**src/rtl/hkrd_pkg.sv**
```systemverilog
// shared types, constants and control structs for the keyboard report differ
package hkrd_pkg;

	// report geometry
	localparam int KEY_SLOTS   = 6;
	localparam int MOD_BITS    = 8;
	localparam int CODE_W      = 8;
	localparam int EVENT_STEPS = MOD_BITS + 2 * KEY_SLOTS;
	localparam int STEP_W      = $clog2(EVENT_STEPS);
	localparam int SLOT_W      = $clog2(KEY_SLOTS);
	localparam int MOD_IDX_W   = $clog2(MOD_BITS);

	// event kinds
	localparam logic KIND_MODIFIER = 1'b0;
	localparam logic KIND_KEY      = 1'b1;

	// one keyboard report
	typedef struct packed {
		logic [CODE_W-1:0] modifier_bits;
		logic [CODE_W-1:0] key_slot0;
		logic [CODE_W-1:0] key_slot1;
		logic [CODE_W-1:0] key_slot2;
		logic [CODE_W-1:0] key_slot3;
		logic [CODE_W-1:0] key_slot4;
		logic [CODE_W-1:0] key_slot5;
	} report_t;

	// one key event
	typedef struct packed {
		logic              event_kind;
		logic              pressed;
		logic [CODE_W-1:0] event_code;
		logic              last_event;
	} evt_t;

	// key list as held in the datapath
	typedef logic [KEY_SLOTS-1:0][CODE_W-1:0] key_list_t;

	// controller to datapath commands
	typedef struct packed {
		logic load;
		logic calc;
		logic step;
		logic commit;
	} dp_cmd_t;

	// datapath to controller status
	typedef struct packed {
		logic out_free;
		logic scan_last;
	} dp_status_t;

endpackage

```
**src/rtl/hkrd_ctrl.sv**
```systemverilog
// controller state machine sequencing load, compare, event scan and commit
module hkrd_ctrl (
	input  logic                clk,
	input  logic                arst_n,
	input  logic                report_valid,
	output logic                report_ready,
	input  hkrd_pkg::dp_status_t status,
	output hkrd_pkg::dp_cmd_t    cmd
);

	localparam logic [1:0] ST_IDLE = 2'd0;
	localparam logic [1:0] ST_MASK = 2'd1;
	localparam logic [1:0] ST_EMIT = 2'd2;
	localparam logic [1:0] ST_DONE = 2'd3;

	logic [1:0] state_q;
	logic [1:0] state_d;

	// next state and command decode
	always_comb begin
		state_d      = state_q;
		report_ready = 1'b0;
		cmd          = '0;
		case (state_q)
			ST_IDLE: begin
				report_ready = 1'b1;
				if (report_valid) begin
					cmd.load = 1'b1;
					state_d  = ST_MASK;
				end
			end
			ST_MASK: begin
				cmd.calc = 1'b1;
				state_d  = ST_EMIT;
			end
			ST_EMIT: begin
				if (status.out_free) begin
					cmd.step = 1'b1;
					if (status.scan_last) begin
						state_d = ST_DONE;
					end
				end
			end
			ST_DONE: begin
				cmd.commit = 1'b1;
				state_d    = ST_IDLE;
			end
			default: begin
				state_d = ST_IDLE;
			end
		endcase
	end

	// state register
	always_ff @(posedge clk or negedge arst_n) begin
		if (!arst_n) begin
			state_q <= ST_IDLE;
		end else begin
			state_q <= state_d;
		end
	end

endmodule

```
**src/rtl/hkrd_datapath.sv**
```systemverilog
// datapath: report registers, change mask, scan counter and event output register
module hkrd_datapath (
	input  logic                 clk,
	input  logic                 arst_n,
	input  hkrd_pkg::report_t    report,
	input  hkrd_pkg::dp_cmd_t    cmd,
	output hkrd_pkg::dp_status_t status,
	output logic                 evt_valid,
	input  logic                 evt_ready,
	output hkrd_pkg::evt_t       evt
);

	localparam int KS = hkrd_pkg::KEY_SLOTS;
	localparam int MB = hkrd_pkg::MOD_BITS;
	localparam int SW = hkrd_pkg::STEP_W;
	localparam logic [SW-1:0] PRESS_BASE   = SW'(MB);
	localparam logic [SW-1:0] RELEASE_BASE = SW'(MB + KS);
	localparam logic [SW-1:0] LAST_STEP    = SW'(hkrd_pkg::EVENT_STEPS - 1);

	hkrd_pkg::key_list_t in_keys;
	hkrd_pkg::key_list_t new_keys_q;
	hkrd_pkg::key_list_t prev_keys_q;
	logic [MB-1:0]       new_mods_q;
	logic [MB-1:0]       prev_mods_q;
	logic [hkrd_pkg::EVENT_STEPS-1:0] mask_q;
	logic [hkrd_pkg::EVENT_STEPS-1:0] mask_d;
	logic [hkrd_pkg::EVENT_STEPS-1:0] later;
	logic [SW-1:0]       step_idx_q;
	logic [SW-1:0]       press_off;
	logic [SW-1:0]       release_off;
	logic [KS-1:0]       new_live;
	logic [KS-1:0]       old_live;
	logic [KS-1:0]       new_found;
	logic [KS-1:0]       old_found;
	hkrd_pkg::evt_t      evt_d;
	hkrd_pkg::evt_t      evt_q;
	logic                evt_valid_q;

	// unpack the request's key slots
	assign in_keys[0] = report.key_slot0;
	assign in_keys[1] = report.key_slot1;
	assign in_keys[2] = report.key_slot2;
	assign in_keys[3] = report.key_slot3;
	assign in_keys[4] = report.key_slot4;
	assign in_keys[5] = report.key_slot5;

	// list ends and membership tests, one bit per event slot
	always_comb begin
		new_live[0] = (new_keys_q[0] != '0);
		old_live[0] = (prev_keys_q[0] != '0);
		for (int i = 1; i < KS; i++) begin
			new_live[i] = new_live[i-1] && (new_keys_q[i] != '0);
			old_live[i] = old_live[i-1] && (prev_keys_q[i] != '0);
		end
		new_found = '0;
		old_found = '0;
		for (int i = 0; i < KS; i++) begin
			for (int j = 0; j < KS; j++) begin
				if (old_live[j] && (prev_keys_q[j] == new_keys_q[i])) begin
					new_found[i] = 1'b1;
				end
				if (new_live[j] && (new_keys_q[j] == prev_keys_q[i])) begin
					old_found[i] = 1'b1;
				end
			end
		end
		mask_d[MB-1:0] = new_mods_q ^ prev_mods_q;
		for (int i = 0; i < KS; i++) begin
			mask_d[MB + i]      = new_live[i] && !new_found[i];
			mask_d[MB + KS + i] = old_live[i] && !old_found[i];
		end
	end

	// event fields for the current scan position
	assign press_off   = step_idx_q - PRESS_BASE;
	assign release_off = step_idx_q - RELEASE_BASE;
	assign later       = (mask_q >> step_idx_q) >> 1;

	always_comb begin
		evt_d.last_event = (later == '0);
		if (step_idx_q < PRESS_BASE) begin
			evt_d.event_kind = hkrd_pkg::KIND_MODIFIER;
			evt_d.pressed    = new_mods_q[step_idx_q[hkrd_pkg::MOD_IDX_W-1:0]];
			evt_d.event_code = hkrd_pkg::CODE_W'(step_idx_q[hkrd_pkg::MOD_IDX_W-1:0]);
		end else if (step_idx_q < RELEASE_BASE) begin
			evt_d.event_kind = hkrd_pkg::KIND_KEY;
			evt_d.pressed    = 1'b1;
			evt_d.event_code = new_keys_q[press_off[hkrd_pkg::SLOT_W-1:0]];
		end else begin
			evt_d.event_kind = hkrd_pkg::KIND_KEY;
			evt_d.pressed    = 1'b0;
			evt_d.event_code = prev_keys_q[release_off[hkrd_pkg::SLOT_W-1:0]];
		end
	end

	// status back to the controller
	assign status.out_free  = !evt_valid_q || evt_ready;
	assign status.scan_last = (step_idx_q == LAST_STEP);

	// previous report, cleared at reset
	always_ff @(posedge clk or negedge arst_n) begin
		if (!arst_n) begin
			prev_mods_q <= '0;
			prev_keys_q <= '0;
		end else if (cmd.commit) begin
			prev_mods_q <= new_mods_q;
			prev_keys_q <= new_keys_q;
		end
	end

	// new report and change mask
	always_ff @(posedge clk) begin
		if (cmd.load) begin
			new_mods_q <= report.modifier_bits;
			new_keys_q <= in_keys;
		end
		if (cmd.calc) begin
			mask_q <= mask_d;
		end
	end

	// scan position
	always_ff @(posedge clk or negedge arst_n) begin
		if (!arst_n) begin
			step_idx_q <= '0;
		end else if (cmd.load) begin
			step_idx_q <= '0;
		end else if (cmd.step && (step_idx_q != LAST_STEP)) begin
			step_idx_q <= step_idx_q + SW'(1);
		end
	end

	// output register
	always_ff @(posedge clk or negedge arst_n) begin
		if (!arst_n) begin
			evt_valid_q <= 1'b0;
		end else if (cmd.step && mask_q[step_idx_q]) begin
			evt_valid_q <= 1'b1;
		end else if (evt_ready) begin
			evt_valid_q <= 1'b0;
		end
	end

	always_ff @(posedge clk) begin
		if (cmd.step && mask_q[step_idx_q]) begin
			evt_q <= evt_d;
		end
	end

	assign evt_valid = evt_valid_q;
	assign evt       = evt_q;

	// modifier part of the mask is the xor of old and new modifier bytes
	a_mod_mask: assert property (@(posedge clk) disable iff (!arst_n)
		cmd.calc |=> (mask_q[MB-1:0] == (new_mods_q ^ prev_mods_q)))
		else $error("modifier change mask wrong");

	// the report is stored only once the scan has reached its end
	a_commit_end: assert property (@(posedge clk) disable iff (!arst_n)
		cmd.commit |-> (step_idx_q == LAST_STEP))
		else $error("report committed before scan end");

	// the scan never overwrites an event that is still waiting
	a_no_overwrite: assert property (@(posedge clk) disable iff (!arst_n)
		(evt_valid_q && !evt_ready) |-> !cmd.step)
		else $error("scan stepped over a stalled event");

endmodule

```
**src/rtl/hid_keyboard_report_diff.sv**
```systemverilog
// boot keyboard report differ: turns successive reports into key press and release events
//
// Usage:
//   report channel: one boot keyboard report (modifier byte and six key slots)
//   per request, valid/ready. The block takes a report only when idle.
//   evt channel: one key event per request, valid/ready. Events of a report
//   come out as modifier changes (bit 0 upward), then presses of new keys in
//   slot order, then releases of old keys in slot order; last_event marks the
//   final event of a report. A report equal to the previous one gives none.
// Sequence:
//   after a report is accepted come a compare step, then the scan, one scan
//   position at a time (8 modifier bits plus two per key slot, 20 in all),
//   then a store of the report, and then the idle state in which the next
//   report is taken. Events leave through the output register, so an event
//   is valid only after its scan position has been stepped.
// Reset:
//   the stored previous report is cleared to all zero and no event is pending.
// Stall:
//   while an event waits in the output register the scan halts; it resumes
//   in the cycle the event is taken.
module hid_keyboard_report_diff (
	input  logic              clk,
	input  logic              arst_n,
	input  logic              report_valid,
	output logic              report_ready,
	input  hkrd_pkg::report_t report,
	output logic              evt_valid,
	input  logic              evt_ready,
	output hkrd_pkg::evt_t    evt
);

	hkrd_pkg::dp_cmd_t    cmd;
	hkrd_pkg::dp_status_t status;

	// sequencer
	hkrd_ctrl u_ctrl (
		.clk          (clk),
		.arst_n       (arst_n),
		.report_valid (report_valid),
		.report_ready (report_ready),
		.status       (status),
		.cmd          (cmd)
	);

	// compare and event datapath
	hkrd_datapath u_datapath (
		.clk       (clk),
		.arst_n    (arst_n),
		.report    (report),
		.cmd       (cmd),
		.status    (status),
		.evt_valid (evt_valid),
		.evt_ready (evt_ready),
		.evt       (evt)
	);

endmodule

```
**config.mk**
```make
export PLATFORM = sky130hd
export DESIGN_NAME = hid_keyboard_report_diff
export DESIGN_NICKNAME = d
export VERILOG_FILES = /design/src/rtl/hkrd_pkg.sv /design/src/rtl/hkrd_ctrl.sv /design/src/rtl/hkrd_datapath.sv /design/src/rtl/hid_keyboard_report_diff.sv
export SDC_FILE = /design/constraint.sdc
export NUM_CORES = 1
export LEC_CHECK = 0
export ABC_AREA = 1
export BUFFER_PORTS_ARGS = -buffer_cell sky130_fd_sc_hd__buf_2
export CAP_MARGIN = 5
export CORE_MARGIN = 8
export CORE_UTILIZATION = 51
export DETAILED_ROUTE_END_ITERATION = 12
export HOLD_SLACK_MARGIN = 0.06
export PLACE_DENSITY = 0.69
export SLEW_MARGIN = 25
export SYNTH_ARGS = -nofsm -noshare
export SYNTH_HDL_FRONTEND = slang
export SYNTH_SLANG_ARGS = --single-unit
```
**constraint.sdc**
```tcl
create_clock -name clk -period 5.3 [get_ports clk]
set_input_delay 1.06 -clock clk [delete_from_list [all_inputs] [get_ports clk]]
set_output_delay 1.06 -clock clk [all_outputs]
set_load 0.01 [all_outputs]
```
## Word-level counts from Yosys, hierarchy flattened

Cells that the tools add are included.

- Bits in registers: 151
- Latch bits: 0
- Bits in writable memories: 0
- ROM bits: 0
- Input port bits: 60
- Output and inout port bits: 13
- Word-level logic and storage cells: 338
- Memories kept: 0

- Add/sub/neg operators: 3
- Multiply operators: 0
- Div/mod/pow operators: 0
- $lt $le $gt $ge: 6
- Equality and inequality tests: 80
- Shift-type cells: 1
- Muxes and demuxes: 97
- Bitwise operators: 1
- Reductions and logical operators: 127

Operators by type and width:

| operator | count |
|---|---|
| $eq 8x8->1 | 72 |
| $logic_and 1x1->1 | 96 |
| $reduce_bool 8->1 | 12 |
| $mux 1 | 83 |
| $bmux 8 s3 | 2 |
| $logic_not 20->1 | 1 |
| $shr 20x5->20 | 1 |
| $mux 9 | 2 |
| $mux 8 | 2 |
| $logic_not 1->1 | 13 |
| $lt 3x4->1 const B | 3 |
| $lt 5x4->1 const B | 2 |
| $mux 5 | 2 |
| $pmux 2 s4 | 1 |
| $xor 8x8->8 | 1 |
| $lt 5x6->1 const B | 1 |
| $mux 2 | 3 |
| $ne 2x2->1 const B | 3 |
| $add 5x1->5 const B | 1 |
| $bmux 1 s5 | 1 |
| $eq 5x5->1 const B | 1 |
| $ne 5x5->1 const B | 1 |
| $eq 2x2->1 const B | 2 |
| $reduce_bool 2->1 | 2 |
| other kinds (7) | 7 |

## Logic depth before layout (Yosys ltp)

Gate-level depths: netlist of the first run.

- Depth after elaboration: 10
- Gate-level depth with buffers: 13
- Mapped depth without buffers: 12

## By module

A second synthesis of the first run with hierarchy kept.

- Cell total of the unflattened synthesis: 1725
- Area, all modules: 12230.5 um2

Modules (own cells, without submodules):

| module | times used | cells an instance | area an instance (um2) | sequential area each (um2) |
|---|---|---|---|---|
| hkrd_datapath | 1 | 1698 | 12032.8 | 4164.0 |
| hkrd_ctrl | 1 | 27 | 197.7 | 50.0 |

## Least setup slack after synthesis of the first run

No wires, ideal clock.

- Path type: input -> register
- Start point: in report_valid
- End point: reg u_datapath.new_keys_q[0] (netlist name), enable pin
- Setup time: 412 ps
- Arrival time: 2269 ps
- Setup slack: 2619 ps
- Cell stages on the path: 2
- Path buffers: 0
- Cell sequence: nand2_1 > inv_1

RTL lines:

| what | RTL line | source |
|---|---|---|
| start: declaration | hid_keyboard_report_diff.sv:24 | `input logic report_valid,` |
| end signal: assignment | hkrd_datapath.sv:115 | `new_keys_q <= in_keys;` |
| end: declaration | hkrd_datapath.sv:21 | `hkrd_pkg::key_list_t new_keys_q;` |

## Worst setup path after layout of the first run

- Start point: reg u_datapath.step_idx_q[0]
- End point: reg u_datapath.evt_q (netlist bit u_datapath.evt[2]), enable pin

- Word-level cells in the longest chain between the ends: 3

RTL lines:

| what | RTL line | source |
|---|---|---|
| start: declaration | hkrd_datapath.sv:28 | `logic [SW-1:0] step_idx_q;` |
| start signal: assignment | hkrd_datapath.sv:129 | `step_idx_q <= step_idx_q + SW'(1);` |
| $bmux 1 s5 | hkrd_datapath.sv:145 | `if (cmd.step && mask_q[step_idx_q]) begin` |
| $mux 1 (not written as such) | hkrd_datapath.sv:145 |  |
| $logic_and 1x1->1 | hkrd_datapath.sv:145 |  |
| end signal: assignment | hkrd_datapath.sv:146 | `evt_q <= evt_d;` |
| end: declaration | hkrd_datapath.sv:36 | `hkrd_pkg::evt_t evt_q;` |

No other way between the ends. The select of a mux whose other input is x is not followed.
A chain may end at the register's enable or synchronous reset.

==> results.cfg, run 1 <==
[status]
status = completed

[drt]
avgRoutedWirePerCell_um = 21.5
num_vias = 12200
met3_length_um = 4230
via_per_inst = 5.85
drt_iter0_markers = 1706
met1Wirelength_um = 19100
met2_length_um = 19500
drt.antenna.violating_nets = 0
dr.pass1.iters = 5
top_layer = met5
finalWirelength_um = 44800
drc = 0

[grt]
grt_remaining_overflow = 0
grt_antenna_before_repair = 1
grt_max_degree = 56
grt_pass1_vias = 11200
grt_pass1_wl_um = 68100
track_usage = 0.311

[power]
seqPwrFrac = 0.347
p_switching_w = 0.00422
ir_worst_vdd_uv = 268
leakage_nw = 5.73
p_per_area_nw_per_um2 = 619
swShare = 0.532
p_clk_frac = 0.151
pwr-share-comb = 0.502
p_int_w = 0.00371

[cells_and_area]
final_common_cell = nand2_1
nets = 1820
final_cell_mix = 640 x nand2_1, 202 x nor2_1, 110 x inv_1
n_antenna_cell = 0
layout-drive-gt1-share = 0.0872
syn_to_final_growth_pct = 4.81

[worst_setup_path]
worst_path_max_delay_cell = dfrtp_2
slowest_delay_ps = 930
r2r_start = u_datapath.step_idx_q[0]
cp_max_fo = 51
critical_path.most_common_cell = nand2_1
cp.required_ps = 5380
path_cells = buf_4 > nand2_1 > nand3_1 > nand2_1 > nand2_1 > nand4_1 > nand3_1 > nand2_1 > inv_1
crit_start = u_datapath.step_idx_q[0]
end_kind = flip-flop
worstPathArrival_ps = 2940
crit_buf_inv = 2
cp_top_family = flip-flops
path_class = flip-flop to flip-flop
start_kind = flip-flop

[timing]
setup_viol = 0
setup_tns_ps = 0
slew_headroom = 0.336
slew_violations = 0
finalHoldViolCount = 0
finClkSkew_ps = 7.77
grt_setup_unrepaired = false
max_freq_mhz = 350
holdWs_ps = 531
period_share = 0.539
min_period_ps = 2860
layout_setup_ws_ps = 2440
worst_pin_slew_ps = 996

[synthesis]
synthCells = 1789
synthArstFlopShare = 0.424
ys_types = 46
syn_nets = 1855
ys.flop_type = edfxtp_1
synth_edf_count = 87
syn_avg_cell_area_sq_um = 6.83
synth_seq_area_share = 0.345
ys_ff_latch = 151
yosysWarnings = 0
syn_area_sq_um = 12200

[cts]
clk_latency_ps = 440
postCtsSetupBuffers = 0
cts.sinks = 151
cts_tree = built
cts_made_buffers = 17
cts-hold-fix-buffers = 0
cts.htree.levels = 4
root_buffer = clkbuf_16
clk_pin_slew_worst_paths_ps = 70
cts_buffer_depth = 2
postCtsResizedCells = 0

[flow_run]
maxCapViolCount = 0

[place]
dp_hpwl_um = 33300
dpl_worst_slack_ps = 2480
io_buffers = 72
gp_congestion = 1.03

[die]
die_h_um = 171
coreArea_sq_um = 23500
die-width_um = 171
dieArea_sq_um = 29200
rows = 56
num_io_pins = 73
start_util = 0.521

[min_path]
hold_path.class = flip-flop to flip-flop
hp-start = u_datapath.prev_mods_q[5]
==> worst paths after layout <==
path	end	slack [ps]	depth (start not counted)
hold / removal	u_datapath.prev_mods_q[5]	530	1
setup reg to reg	u_datapath.evt[2]	2440	9
setup / recovery	u_datapath.evt[2]	2440	9
min in group asynchronous	u_datapath.prev_keys_q[4]	690	1
max in group asynchronous	u_datapath.prev_mods_q[4]	3550	2
hold reg to reg	u_datapath.prev_mods_q[5]	530	1
==> cell usage after synthesis (3+ instances only) <==
cell type / instances / area, sq um
nand2_1: 640 / 2400
nor2_1: 202 / 758
inv_1: 111 / 417
o21ai_0: 105 / 526
nand4_1: 90 / 563
xnor2_1: 89 / 780
edfxtp_1: 87 / 2610
buf_2: 82 / 410
nand3_1: 82 / 410
a21oi_1: 64 / 320
dfrtp_1: 64 / 1600
xor2_1: 32 / 280
buf_4: 20 / 150
clkbuf_1: 15 / 56.3
buf_6: 14 / 158
nor3_1: 9 / 45.0
mux2_2: 8 / 90.1
nor2_4: 8 / 90.1
ha_1: 6 / 75.1
o211ai_1: 5 / 37.5
inv_2: 4 / 15.0
nand2_2: 4 / 25.0
nand3b_1: 4 / 30.0
nor2_2: 4 / 25.0
o22ai_1: 4 / 25.0
or2_0: 4 / 25.0
and2_1: 3 / 18.8
nand4_2: 3 / 37.5
o21ai_1: 3 / 15.0
==> logic make-up (layout without fill, tap and decap cells) <==
group	count (synthesis)	after routing	synth area share
and+or+nand+nor	1066	1066	0.375
buffers and inverters	250	228	0.100
AOI/OAI and AO/OA	187	187	0.0794
DFF	151	151	0.345
xor gates and xnor gates	121	121	0.0867
muxes	8	8	0.00737
adders and majority gates	6	6	0.00614
==> routing by layer <==
layer  up-vias  track usage
met5         -            0
met4         2        0.140
met3       109       0.0597
met2       682        0.470
met1      5748        0.425
li1       5671            -
==> registers in the layout, indices dropped and copies added (netlist names) <==
| signal | cells |
|---|---|
| u_ctrl.state_q | 2 |
| u_datapath.evt_valid | 1 |
| u_datapath.evt | 11 |
| u_datapath.prev_keys_q | 48 |
| u_datapath.prev_mods_q | 8 |
| u_datapath.new_keys_q | 48 |
| u_datapath.new_mods_q | 8 |
| u_datapath.mask_q | 20 |
| u_datapath.step_idx_q | 5 |
==> cell type report <==
class | instances | area [sq um]
fill | 2327 | 10700
inverter | 118 | 448
multi-input combinational | 1388 | 6790
sequential | 151 | 4220
tap | 319 | 399
timing repair buffer | 78 | 405
clock buffer | 18 | 439
clock inverter | 14 | 119
==> power by group through the flow <==
| stage | Sequential (W) | Combinational [W] | Clock (W) |
|---|---|---|---|
| final | 0.00275 | 0.00398 | 0.00120 |
| after global routing | 0.00279 | 0.00442 | 0.00125 |
| after CTS | 0.00270 | 0.00392 | 0.00121 |
| after detailed placement | 0.00272 | 0.00390 | 0 |
| after global placement | 0.00272 | 0.00384 | 0 |
| after floorplan | 0.00189 | 0.00359 | 0 |
==> through the flow <==
step,cells,power (W),utilization,instance area (sq um)
finish,2086,0.00793,0.546,12800
global route,2086,0.00846,0.546,12800
CTS,2086,0.00783,0.546,12800
detailed placement,2054,0.00662,0.522,12300
global placement,2054,0.00656,0.522,12300
floorplan,1789,0.00548,-,12200
==> worst register-to-register path, cell delays in order (launching register included) <==
cell and delay [ps]:
dfrtp_2 930, buf_4 500, nand2_1 130, nand3_1 110
nand2_1 80, nand2_1 90, nand4_1 100, nand3_1 90
nand2_1 60, inv_1 390
Note: power is estimated with default switching activity, not from simulation.
==> run 2, diff against run 1 <==
- ABC_AREA: 1 -> 0
- PLACE_DENSITY: 0.69 -> 0.72
- clock period: 5.3 -> 2.3 ns (I/O delays scaled with it)
==> run 2 against run 1 <==
  * Clock power rose by 130%
  * Fmax is 27% higher
  * Non-clock buffer count is 128 higher
  * Wire length is 17% lower
  * Sequential cell count did not move
  * Hold slack got worse by 340 ps
  * Via count shrank 28%
  * Die area fell by 8.7%
  * Worst setup slack worse by 2400 ps
==> results.cfg, run 2 <==
[drt]
drc = 0
finalWirelength_um = 37000
dr.pass1.iters = 5
drt_iter0_markers = 932
avgRoutedWirePerCell_um = 25.9
drt.antenna.violating_nets = 0
via_per_inst = 6.13
num_vias = 8779

[die]
die_h_um = 163
coreArea_sq_um = 21600
dieArea_sq_um = 26700
rows = 54
num_io_pins = 73
start_util = 0.513
die-width_um = 163

[min_path]
min_delay_path_depth = 1
min_to = u_datapath.new_keys_q[12]
hold_path.class = primary input to flip-flop
hp-start = report[36]

[timing]
max_freq_mhz = 446
finClkSkew_ps = 14.1
min_period_ps = 2240
slew_headroom = 0.534
worst_pin_slew_ps = 693
finalHoldViolCount = 0
grt_setup_unrepaired = true
slew_violations = 0
setup_viol = 0
period_share = 0.974

[power]
leakage_nw = 4.83
pwr-share-comb = 0.583
seqPwrFrac = 0.268
p_per_area_nw_per_um2 = 1420
swShare = 0.439
p_switching_w = 0.00800
ir_worst_vdd_uv = 686
p_int_w = 0.0102
p_clk_frac = 0.149

[synthesis]
ys_ff_latch = 151
syn_avg_cell_area_sq_um = 10.7
synth_top_area_frac = 0.236
ys.flop_type = edfxtp_1
ys_top_cells_by_count = 179 x xnor2_1, 121 x xor2_1, 87 x edfxtp_1, 78 x buf_2, 64 x dfrtp_1
synth_most_common_cell = xnor2_1
synthArstFlopShare = 0.424
syn_nets = 1101
synth_top_area_cell = edfxtp_1
synthTopCellsByArea = edfxtp_1 24%, dfrtp_1 14%, xnor2_1 14%, xor2_1 9.6%, mux2_2 5.9%
ys_types = 63
syn_area_sq_um = 11100
yosysWarnings = 0
synth_edf_count = 87
synthCells = 1035
synth_seq_area_share = 0.381

[grt]
grt_remaining_overflow = 0
grt_pass1_vias = 8955
grt_pass1_wl_um = 55700
gr-usage-met3 = 0.0650
met2_usage = 0.443
grt_busiest_layer = met2
track_usage = 0.282
use_met1 = 0.351
grt_antenna_before_repair = 0
grt_max_degree = 62

[worst_setup_path]
worst_path_max_delay_cell = edfxtp_1
path_class = flip-flop to flip-flop
slowest_delay_ps = 440
crit_buf_inv = 0
r2r_start = u_datapath.new_keys_q[0]
start_kind = flip-flop
cp_max_fo = 10
crit_start = u_datapath.new_keys_q[0]
path_cells = nor4_4 > nand2_2 > nand3_4 > o32ai_1 > or3_1 > a2111oi_4
cp_top_family = simple AND/OR/NAND/NOR gates
r2r_end = u_datapath.mask_q[15]
worstPathArrival_ps = 2480
reg2regPathDepth = 6
end_kind = flip-flop
cp.required_ps = 2540
r2r_setup_slack_ps = 60

[cells_and_area]
nets = 1205
syn_to_final_growth_pct = 16.0
fin_util = 0.595
fin_cells = 1432
final_cell_mix = 179 x xnor2_1, 129 x buf_4, 121 x xor2_1
largest_registers = u_datapath.new_keys_q: 48 flops, u_datapath.prev_keys_q: 48 flops, u_datapath.mask_q: 20 flops
n_antenna_cell = 0
final_common_cell = xnor2_1
layout-drive-gt1-share = 0.304

[cts]
cts_tree = built
cts_made_buffers = 17
root_buffer = clkbuf_16
clk_latency_ps = 440
clk_pin_slew_worst_paths_ps = 70
cts.sinks = 151
cts_buffer_depth = 2
cts.htree.levels = 4

[flow_run]
maxCapViolCount = 0

[place]
dp_hpwl_um = 26900
gp_congestion = 1.09
numPlacedInstances = 1397
io_buffers = 72

[status]
status = completed
[run 2: cell count changes after synthesis, sizes merged, moves of 77 or more]
| cell | previous run | this run |
|---|---|---|
| inv | 116 | 23 |
| nand2 | 646 | 44 |
| nand3 | 84 | 7 |
| nor2 | 216 | 41 |
| o21ai | 109 | 14 |
| xnor2 | 89 | 179 |
| xor2 | 32 | 121 |
[run 2: through the flow]
stage / power, W / hold WS (ps) / worst slack [ps] / TNS [ps] / cell area [sq um]
after floorplan: 0.0120 / 164 / 82.7 / 0 / 11100
after global placement: 0.0151 / 341 / -264 / -355 / 12200
after detailed placement: 0.0153 / 341 / -245 / -327 / 12200
after CTS: 0.0181 / 177 / 5.23 / 0 / 12800
after global routing: 0.0191 / 175 / -8.28 / -8.28 / 12800
final: 0.0182 / 186 / 59.8 / 0 / 12800
[run 2: worst max-delay path by stage]
stage,end,cells after the start
final,u_datapath.mask_q[15],6
after global routing,u_datapath.mask_q[15],6
after CTS,u_datapath.mask_q[16],6
after detailed placement,u_datapath.mask_q[16],6
after global placement,u_datapath.mask_q[16],6
after floorplan,u_datapath.evt[0],5
[run 2: final cells by class]
cell class                      instances  area, sq um
Timing Repair Buffer                  206         1420
Inverter                               24         90.1
Tap cell                              280          350
Sequential cell                       151         4220
Fill cell                            1811         8730
Clock buffer                           17          425
Clock inverter                         15          131
Multi-Input combinational cell        739         6190
[run 2: kinds of logic after synthesis]
kind of cell	synth area share
AND/OR/NAND/NOR	0.112
adder cells (fa/ha/maj)	0.00679
flip-flops	0.381
XOR/XNOR	0.238
AO/OA/AOI/OAI	0.0688
buffers and inverters	0.0638
multiplexers	0.130
[run 2: power groups by stage]
stage          sequential [W]  clock [W]  combinational (W)
6_report              0.00489    0.00271             0.0106
5_1_grt               0.00499    0.00286             0.0113
4_1_cts               0.00487    0.00275             0.0105
3_5_place_dp          0.00491          0             0.0104
3_3_place_gp          0.00487          0             0.0102
2_1_floorplan         0.00430          0            0.00773
[run 2: what timing repair did]
action,CTS,global route
hold endpoints to repair,6,0
endpoints found under the setup margin,3,6
pin swaps,1,5
buffers inserted,0,2
gates resized for setup,2,5
hold buffers,1,0
[run 2: routing by layer]
layer | up-vias | wire length (um)
met5 | - | 0
met1 | 4294 | 14700
met4 | 0 | 2130
li1 | 3876 | -
met3 | 129 | 3290
met2 | 480 | 17000
[run 2: worst reg2reg max path, delay by kind of cell (launching register included)]
kind | cells | cell delay (ps)
AND/OR/NAND/NOR | 4 | 1150
AO/OA/AOI/OAI | 2 | 460
flip-flops | 1 | 440
==> run 3, diff against run 2 <==
- BUFFER_PORTS_ARGS: -buffer_cell sky130_fd_sc_hd__buf_2 -> -buffer_cell sky130_fd_sc_hd__clkbuf_2
==> run 3 against run 2 <==
  * Combinational power barely moved
  * First-iteration DRC count fell by 0.43%
  * Sequential power up 3%
  * Hold slack gained 12 ps
  * Global-route usage grew 0.45 points
  * Final cell count increased by 0.28%
  * Clock power grew 5%
  * Sequential cell count is the same
  * Highest routed layer unchanged
==> results.cfg, run 3 (synthesis results as in run 2) <==
[die]
rows = 54
num_io_pins = 73
start_util = 0.513
die_h_um = 163
coreArea_sq_um = 21600
dieArea_sq_um = 26700
die-width_um = 163

[timing]
finClkSkew_ps = 9.96
setup_viol = 0
period_share = 0.983
min_period_ps = 2260
finalHoldViolCount = 0
grt_setup_unrepaired = false
holdWs_ps = 198
setup_tns_ps = 0
max_freq_mhz = 442
slew_violations = 0
worst_pin_slew_ps = 667
slew_headroom = 0.555

[place]
dp_hpwl_um = 27300
io_buffers = 72
gp_congestion = 1.05
placed_area_sq_um = 12200

[grt]
grt_remaining_overflow = 0
grt_antenna_before_repair = 0
track_usage = 0.286
grt_max_degree = 62
grt_pass1_wl_um = 56300
grt_pass1_vias = 8914

[cts]
cts.sinks = 151
clk_latency_ps = 430
cts.htree.levels = 4
cts_buffer_depth = 2
root_buffer = clkbuf_16
cts_made_buffers = 17
clk_pin_slew_worst_paths_ps = 70
cts_tree = built

[cells_and_area]
syn_to_final_growth_pct = 16.6
nets = 1209
largest_registers = u_datapath.new_keys_q: 48 flops, u_datapath.prev_keys_q: 48 flops, u_datapath.mask_q: 20 flops
final_common_cell = xnor2_1
nFillCells = 1816
n_antenna_cell = 0
layout-drive-gt1-share = 0.304
design_area_sq_um = 12900
final_cell_mix = 179 x xnor2_1, 132 x buf_4, 121 x xor2_1

[worst_setup_path]
cp_max_fo = 5
r2r_setup_slack_ps = 40
worstPathArrival_ps = 2470
path_class = flip-flop to flip-flop
end_kind = flip-flop
start_kind = flip-flop
cp.required_ps = 2510

[drt]
drt.antenna.violating_nets = 0
via_per_inst = 6.24
dr.pass1.iters = 5
drt_iter0_markers = 928
avgRoutedWirePerCell_um = 26.5
finalWirelength_um = 38100
drc = 0
num_vias = 8965

[power]
p_per_area_nw_per_um2 = 1440
leakage_nw = 4.89
ir_worst_vdd_uv = 755

[flow_run]
maxCapViolCount = 0

[min_path]
hold_path.class = primary input to flip-flop

[status]
status = completed
run 3: stage by stage:
step            util  setup WS (ps)  power [W]  cells
2_1_floorplan      -           82.7     0.0120   1035
3_3_place_gp   0.567           39.4     0.0152   1401
3_5_place_dp   0.567          -42.2     0.0155   1401
4_1_cts        0.596           53.9     0.0183   1434
5_1_grt        0.598           1.20     0.0194   1436
6_report       0.598           38.5     0.0186   1436
run 3: what timing repair did:
action                     4_1_cts  5_1_grt
gates resized for setup          2        5
buffers inserted                 0        1
setup endpoints to repair        1        4
hold endpoints to repair        19        0
hold buffers                     1        0
pin swaps                        0        3
gates cloned                     0        1
run 3: routing by layer:
layer / GRT usage / vias to the layer above / wire, um
met5: 0 / - / 0
met4: 0.159 / 0 / 2180
met3: 0.0607 / 125 / 3390
met2: 0.449 / 520 / 17300
met1: 0.363 / 4442 / 15200
li1: - / 3878 / -
run 3: worst max-delay path, cell delays in order, from the launching register on:
cell	delay, ps
edfxtp_1	440
nor4_4	420
nand2_4	180
nand3_4	170
o22ai_1	100
a211o_1	310
a2111oi_4	410
run 3: final timing paths:
path / to / start / depth (start not counted)
worst min-delay path: u_datapath.new_keys_q[34] / report[10] / 1
worst max register to register: u_datapath.mask_q[16] / u_datapath.new_keys_q[0] / 6
max in group asynchronous: u_datapath.prev_keys_q[23] / arst_n / 3
worst min register to register: u_datapath.prev_mods_q[4] / u_datapath.prev_mods_q[4] / 1
min in group asynchronous: u_ctrl.state_q[1] / arst_n / 2
worst max-delay path: u_datapath.mask_q[16] / u_datapath.new_keys_q[0] / 6
run 3: cell type report:
| class | instances | area, sq um | share of cell area |
|---|---|---|---|
| clock buffers | 19 | 453 | 0.0351 |
| repair buffers | 209 | 1440 | 0.112 |
| well taps | 280 | 350 | 0.0272 |
| flip-flops and latches | 151 | 4220 | 0.327 |
| clock inverters | 13 | 135 | 0.0105 |
| multi-input cells | 740 | 6200 | 0.481 |
| inverters | 24 | 90.1 | 0.00699 |
run 3: power by group:
part           switching, W  internal (W)  total (W)  leakage [nW]
clock               0.00126       0.00158    0.00284         0.283
combinational       0.00582       0.00484     0.0107          3.06
sequential          0.00106       0.00399    0.00505          1.55
total               0.00815        0.0104     0.0186          4.89
